### src/sv/mmrb_pkg.sv
// Shared types, codes and defaults for the row-biased matrix multiply block.
package mmrb_pkg;

    localparam int DIM_DEFAULT          = 16;
    localparam int ELEMENT_BITS_DEFAULT = 16;

    // Field widths of the item words
    localparam int ACTION_W = 2;
    localparam int INDEX_W  = 8;
    localparam int VALUE_W  = 16;
    localparam int POS_W    = 6;
    localparam int RESULT_W = 40;
    localparam int BIAS_SHIFT = 8;

    localparam logic [ACTION_W-1:0] ACT_LOAD_A    = 2'd0;
    localparam logic [ACTION_W-1:0] ACT_LOAD_B    = 2'd1;
    localparam logic [ACTION_W-1:0] ACT_LOAD_BIAS = 2'd2;
    localparam logic [ACTION_W-1:0] ACT_COMPUTE   = 2'd3;

    typedef struct packed {
        logic [ACTION_W-1:0]       action;
        logic [INDEX_W-1:0]        index;
        logic signed [VALUE_W-1:0] value;
    } t_in_item;

    typedef struct packed {
        logic [POS_W-1:0]           row;
        logic [POS_W-1:0]           col;
        logic signed [RESULT_W-1:0] result_value;
        logic                       last;
    } t_out_item;

    // Controller to datapath commands
    typedef struct packed {
        logic             wr_a;
        logic             wr_b;
        logic             wr_bias;
        logic             rd_bias;
        logic             mac_issue;
        logic             mac_first;
        logic             out_load;
        logic             out_last;
        logic [POS_W-1:0] row;
        logic [POS_W-1:0] col;
        logic [POS_W-1:0] k;
    } t_mac_cmd;

    // Datapath to controller status
    typedef struct packed {
        logic out_free;
    } t_mac_stat;

endpackage

### src/sv/mmrb_ctrl.sv
// Sequencer for loads and row computes: column and dot-product counters.
module mmrb_ctrl #(
    parameter int DIM = mmrb_pkg::DIM_DEFAULT
) (
    input  logic                i_clk,
    input  logic                i_rst_n,
    input  logic                i_in_valid,
    input  mmrb_pkg::t_in_item  i_in_item,
    output logic                o_in_stall,
    input  mmrb_pkg::t_mac_stat i_stat,
    output mmrb_pkg::t_mac_cmd  o_cmd
);

    localparam int IW = (DIM > 1) ? $clog2(DIM) : 1;
    localparam logic [IW-1:0] LAST_IDX = IW'(DIM - 1);

    localparam logic [2:0] S_IDLE   = 3'd0;
    localparam logic [2:0] S_RUN    = 3'd1;
    localparam logic [2:0] S_DRAIN1 = 3'd2;
    localparam logic [2:0] S_DRAIN2 = 3'd3;
    localparam logic [2:0] S_EMIT   = 3'd4;

    logic [2:0]    r_state, n_state;
    logic [IW-1:0] r_row, n_row;
    logic [IW-1:0] r_col, n_col;
    logic [IW-1:0] r_k, n_k;

    logic accept;
    logic load_ok;
    logic row_ok;

    assign o_in_stall = (r_state != S_IDLE);
    assign accept     = i_in_valid && (r_state == S_IDLE);
    assign load_ok    = (32'(i_in_item.index) < 32'(DIM * DIM));
    assign row_ok     = (32'(i_in_item.index) < 32'(DIM));

    always_comb begin
        n_state = r_state;
        n_row   = r_row;
        n_col   = r_col;
        n_k     = r_k;

        o_cmd           = '0;
        o_cmd.row       = mmrb_pkg::POS_W'(r_row);
        o_cmd.col       = mmrb_pkg::POS_W'(r_col);
        o_cmd.k         = mmrb_pkg::POS_W'(r_k);
        o_cmd.mac_first = (r_k == '0);
        o_cmd.out_last  = (r_col == LAST_IDX);

        unique case (r_state)
            S_IDLE: begin
                if (accept) begin
                    unique case (i_in_item.action)
                        mmrb_pkg::ACT_LOAD_A:    o_cmd.wr_a    = load_ok;
                        mmrb_pkg::ACT_LOAD_B:    o_cmd.wr_b    = load_ok;
                        mmrb_pkg::ACT_LOAD_BIAS: o_cmd.wr_bias = row_ok;
                        mmrb_pkg::ACT_COMPUTE: begin
                            if (row_ok) begin
                                // fetch the row's bias now, it holds for all columns
                                o_cmd.rd_bias = 1'b1;
                                n_row   = IW'(i_in_item.index);
                                n_col   = '0;
                                n_k     = '0;
                                n_state = S_RUN;
                            end
                        end
                        default: ;
                    endcase
                end
            end
            S_RUN: begin
                o_cmd.mac_issue = 1'b1;
                if (r_k == LAST_IDX) begin
                    n_state = S_DRAIN1;
                end else begin
                    n_k = r_k + 1'b1;
                end
            end
            S_DRAIN1: n_state = S_DRAIN2;
            S_DRAIN2: n_state = S_EMIT;
            S_EMIT: begin
                // hold the finished sum until the output register is free
                if (i_stat.out_free) begin
                    o_cmd.out_load = 1'b1;
                    n_k = '0;
                    if (r_col == LAST_IDX) begin
                        n_state = S_IDLE;
                    end else begin
                        n_col   = r_col + 1'b1;
                        n_state = S_RUN;
                    end
                end
            end
            default: n_state = S_IDLE;
        endcase
    end

    always_ff @(posedge i_clk) begin
        if (!i_rst_n) begin
            r_state <= S_IDLE;
            r_row   <= '0;
            r_col   <= '0;
            r_k     <= '0;
        end else begin
            r_state <= n_state;
            r_row   <= n_row;
            r_col   <= n_col;
            r_k     <= n_k;
        end
    end

endmodule

### config.mk
export PLATFORM = sky130hd
export DESIGN_NAME = mmrb_ctrl
export DESIGN_NICKNAME = d
export VERILOG_FILES = /design/src/sv/mmrb_pkg.sv /design/src/sv/mmrb_ctrl.sv
export SDC_FILE = /design/constraint.sdc
export NUM_CORES = 1
export LEC_CHECK = 0
export ABC_CLOCK_PERIOD_IN_PS = 1700
export BUFFER_PORTS_ARGS = -buffer_cell sky130_fd_sc_hd__clkbuf_2
export CAP_MARGIN = 25
export CORE_ASPECT_RATIO = 0.7
export CORE_MARGIN = 2
export CORE_UTILIZATION = 38
export DETAILED_ROUTE_END_ITERATION = 12
export PLACE_DENSITY = 0.72
export RECOVER_POWER = 50
export SYNTH_ARGS = -nofsm -noshare
export SYNTH_HDL_FRONTEND = slang
export SYNTH_SLANG_ARGS = --single-unit
### constraint.sdc
create_clock -name i_clk -period 1.7 [get_ports i_clk]
set_input_delay 0.34 -clock i_clk [delete_from_list [all_inputs] [get_ports i_clk]]
set_output_delay 0.34 -clock i_clk [all_outputs]
set_load 0.05 [all_outputs]
# Yosys cells after proc, flatten, opt, wreduce, memory -nomap -nowiden
# Index checks and enable logic that the tools add are counted.
[word_totals]
in_bits = 30
register_bits = 15
elab_cells = 60
output_inout_bits = 27
[classes]
addsub = 2
muxes = 26
reduce_logical = 11
n_eq_ne = 16
order_cmp = 1
[ops]
columns = ["operator", "n"]
rows = [
  ["$mux 4", 9],
  ["$mux 3", 5],
  ["$pmux 3 s5", 1],
  ["$ne 2x2->1 const B", 6],
  ["$pmux 4 s3", 1],
  ["$reduce_and 6->1", 2],
  ["$mux 1", 9],
  ["$add 4x1->4 const B", 2],
  ["$eq 4x4->1 const B", 2],
  ["$lt 8x5->1 const B", 1],
  ["$pmux 4 s2", 1],
  ["$eq 3x2->1 const B", 2],
  ["$reduce_bool 3->1", 2],
  ["$reduce_and 5->1", 1],
  ["$eq 2x2->1 const B", 2],
  ["$logic_not 4->1", 1],
  ["$reduce_and 4->1", 1],
  ["$eq 3x1->1 const B", 1],
  ["$eq 3x3->1 const B", 1],
  ["$logic_not 3->1", 1],
  ["$eq 2x1->1 const B", 1],
  ["$logic_not 2->1", 1],
  ["$ne 2x1->1 const B", 1],
  ["$reduce_bool 2->1", 1],
  ["$logic_and 1x1->1", 1],
]

# Logic depth before layout (Yosys ltp)
[logic_depth]
ltp_word = 5
mapped_depth = 5
mapped_depth_nobuf = 5

# Worst setup path after synthesis
# OpenSTA, ideal clock, no wires.
[synth_timing]
path_type = "register to output"
start = "register r_state[1]"
end = "output o_cmd[24] in the netlist's numbering"
t_arrival_ns = 2.157
t_required_ns = 1.360
n_path_buf = 1
slack_ns = -0.797
stages_incl_launch_ff = 4
path_cell_list = "dfxtp_1 > buf_6 > or4b_4 > nor3b_1"
[synth_rtl]
columns = ["element", "line_no", "source"]
rows = [
  ["start: declaration", "mmrb_ctrl.sv:23", "logic [2:0] r_state, n_state;"],
  ["start signal: assignment", "mmrb_ctrl.sv:105", "r_state <= n_state;"],
  ["end: declaration", "mmrb_ctrl.sv:11", "output mmrb_pkg::t_mac_cmd o_cmd"],
]

==> results by group <==
Die
  – # IOs: 57
  – # rows: 14
  – Die height: 45.2 µm
  – Die width: 62.9 µm
  – Die area: 2850 µm²
  – Core area: 2220 µm²
  – Initial core utilization: between 40% and 50%

Min path
  – Hold depth: 3
  – Hold path startpoint: i_in_item[16]
  – Hold EP: r_row[0]
  – Min-Delay Path Class: primary input to flop

Layout
  – Area grow syn2layout: 41.6%
  – Fill cells: 215
  – Layout Cells excl Fill: around 190
  – Area of the multi-input gates: 603 µm²
  – ANT cells: 0
  – Final nets: 188
  – Layout cells sized above 1: a little under two fifths
  – Final Util: 58.8%
  – Register area: 305 µm²

Drt
  – WL/cell: roughly 12 µm
  – Antenna-violating nets left: 0
  – 1st-iter DRT viols: 18
  – DR vias: 931
  – Pre-antenna DRT Iters: 4
  – Routed vias/inst: between 5 and 6
  – DRC errors left: 0
  – Wirelength, routed: 2320 µm

Placement
  – PortBufs: 34
  – Detail Placement HPWL: 1730 µm
  – DP Cell Count: 180
  – Routability Congestion: 0.768

STA
  – Post-route worst setup slack: -244 ps
  – Period Utilization, post-route: 114%
  – Fmax: 514 MHz
  – Worst-margin pin slew: approximately 600 ps
  – Final count of hold timing violations: 0
  – Final setup violation count: 4
  – Max Clock Skew: 10.3 ps
  – Minimum hold slack: roughly 300 ps
  – Fin crit period: 1940 ps
  – RSZ-0062 raised after global routing: true
  – Max-Slew Margin vs Limit: about 60%
  – Max-slew violations: 0

Synth
  – Post-synthesis cell type count: 34
  – Synth warn: 0
  – Syn_area_per_cell: approximately 8.3 µm²
  – Post-synth EDFFs: 0
  – Seq/Total Area, Yosys: 32.5%
  – Top cells by count, synth: nand2_1 (17), dfxtp_1 (15), mux2i_1 (8)
  – Area share of the largest cell type after synthesis: 32.5%
  – Synth Instances: 111
  – Synth Flop Type: dfxtp_1
  – Seq cells post-synth: 15
  – Netlist Area Pre-Place: 923 µm²
  – Most frequent cell after synthesis: nand2_1
  – Post-synth top area cell: dfxtp_1
  – Synth area leaders: dfxtp_1 (33%), mux2i_1 (8.7%), nand2_1 (6.9%), buf_4 (4.9%), ha_1 (4.1%)
  – Asr flop ratio synth: 0%

Pwr
  – Psw: 202 µW
  – Seq pwr share: between 50% and 60%
  – Power share of the clock group: 32.5%
  – Pint: 474 µW
  – Combinational power share: 15.5%
  – Maximum vdd ir drop: 0.346 mV
  – Switching share of power: between 20% and 30%
  – Pwr per Cell Area: 518 nW/µm²
  – Leakage power: 0.548 nW

Worst setup path
  – CP endpoint kind: output pin
  – Worst R2R Setup Slack: 70 ps
  – Worst setup SP type: flop
  – Crit path required time: 1360 ps
  – Critical path arrival: 1600 ps
  – Reg2reg path depth: 5
  – Reg2reg end: r_row[0]
  – Reg2reg start: r_state[2]
  – Critical Path Slowest Stage Cell: or4b_4
  – Worst Setup Path Type: flop to output pin
  – Worst-path cell chain: or4b_4 -> nor3_2 -> clkbuf_8
  – Crit path largest cell delay: 590 ps
  – Max Fanout on Critical Path: 4

GRT
  – Initial antenna violation count: 0
  – Largest net degree at the start of global routing: 18
  – Vias in the first global route: 794
  – First-pass GRT wire length: 3520 µm
  – Grt total ovfl: 0
  – GRT Util Overall: 16.2%

Clock tree
  – # H-tree levels: 1
  – Clock Latency Late Sink: 300 ps
  – CTS tree: yes
  – # clock sinks: 15
  – Root buffer cell: clkbuf_4
  – Clock transition at the registers of the reported paths: about 100 ps
  – Clk buf depth: 2
  – TritonCTS Buffers: 3
  – Cts hold-fix bufs: 0

Status
  – Outcome: complete, but fails checks
  – Failing checks: setup timing

Job
  – Max-Cap Viols: 0
sequential cells by signal, indices dropped and copies added (netlist names):
signal and count:
r_col 4, r_state 3, r_k 4, r_row 4
cells in the final DEF (no fill, tap or decap), drive strengths merged, types with 2 or more instances in the layout:
| cell type | n |
|---|---|
| nand4 | 2 |
| and3 | 4 |
| dfxtp | 15 |
| nand3 | 6 |
| or4b | 2 |
| a31oi | 2 |
| conb | 6 |
| nand2 | 17 |
| ha | 3 |
| mux2i | 8 |
| nor3 | 3 |
| a2bb2oi | 2 |
| nor3b | 5 |
| nor2 | 2 |
| o22ai | 3 |
| buf | 15 |
| clkbuf | 33 |
| nor2b | 5 |
| o21ai | 5 |
| inv | 6 |
kinds of logic (layout without fill, tap and decap cells):
group / Yosys count / after routing / share of synthesized area (%)
other cells: 1 / 6 / 0.406
fa+ha+maj: 3 / 3 / 4.07
buf+inv: 17 / 55 / 10.4
compound gates: 16 / 16 / 11.1
simple gates: 50 / 50 / 31.6
flops: 15 / 15 / 32.5
mux: 9 / 9 / 9.89
power groups by stage:
stage / registers [mW] / logic [mW] / clock network (mW)
global route: 0.353 / 0.110 / 0.243
finish: 0.352 / 0.105 / 0.220
floorplan: 0.363 / 0.0754 / 0
CTS: 0.352 / 0.102 / 0.225
detailed placement: 0.361 / 0.0978 / 0
global placement: 0.361 / 0.0961 / 0
metal layers:
metal / GRT usage, % / part of all wire, %
met5: 0 / 0
met4: 4.00 / 0.47
met3: 6.73 / 6.0
met2: 25.5 / 47
met1: 21.0 / 47
final cells by class:
cell class              count  area share [%]
repair buffers             45            23.4
flip-flops and latches     15            23.3
inverters                   6            1.72
clock inverters             1           0.574
multi-input cells          84            46.1
well taps                  32            3.06
clock buffers               3            1.72
critical path: cells and delay by family, from the launching register on:
family / cells / cell delay (ps)
and+or+nand+nor: 2 / 780
buffers and inverters: 1 / 210
DFF: 1 / 330
worst max path at each step:
stage | slack (ps) | to | from | depth (start not counted)
after global placement | -140 | o_cmd[22] | i_in_item[22] | 4
final | -240 | o_cmd[23] | r_state[2] | 3
after global routing | -300 | o_cmd[24] | r_state[2] | 3
after CTS | -250 | o_cmd[24] | r_state[2] | 3
after detailed placement | -160 | o_cmd[22] | i_in_item[22] | 4
after floorplan | -280 | o_cmd[23] | r_state[1] | 3
repair_timing:
item                                   4_1_cts  5_1_grt
resized for setup                           18       10
buffers inserted                             1        2
endpoints found under the hold margin        0        0
pin swaps                                    2        0
setup endpoints to repair                    8        9
metrics by stage:
stage                     setup TNS, ps  power (mW)  area, µm²  setup slack [ps]
after detailed placement           -474       0.458       1190              -163
after global routing              -1360       0.706       1310              -300
final                              -894       0.677       1310              -244
after CTS                          -953       0.680       1290              -254
after global placement             -314       0.457       1190              -138
after floorplan                   -2500       0.438        987              -279
Power figures use the tool's default switching activity.
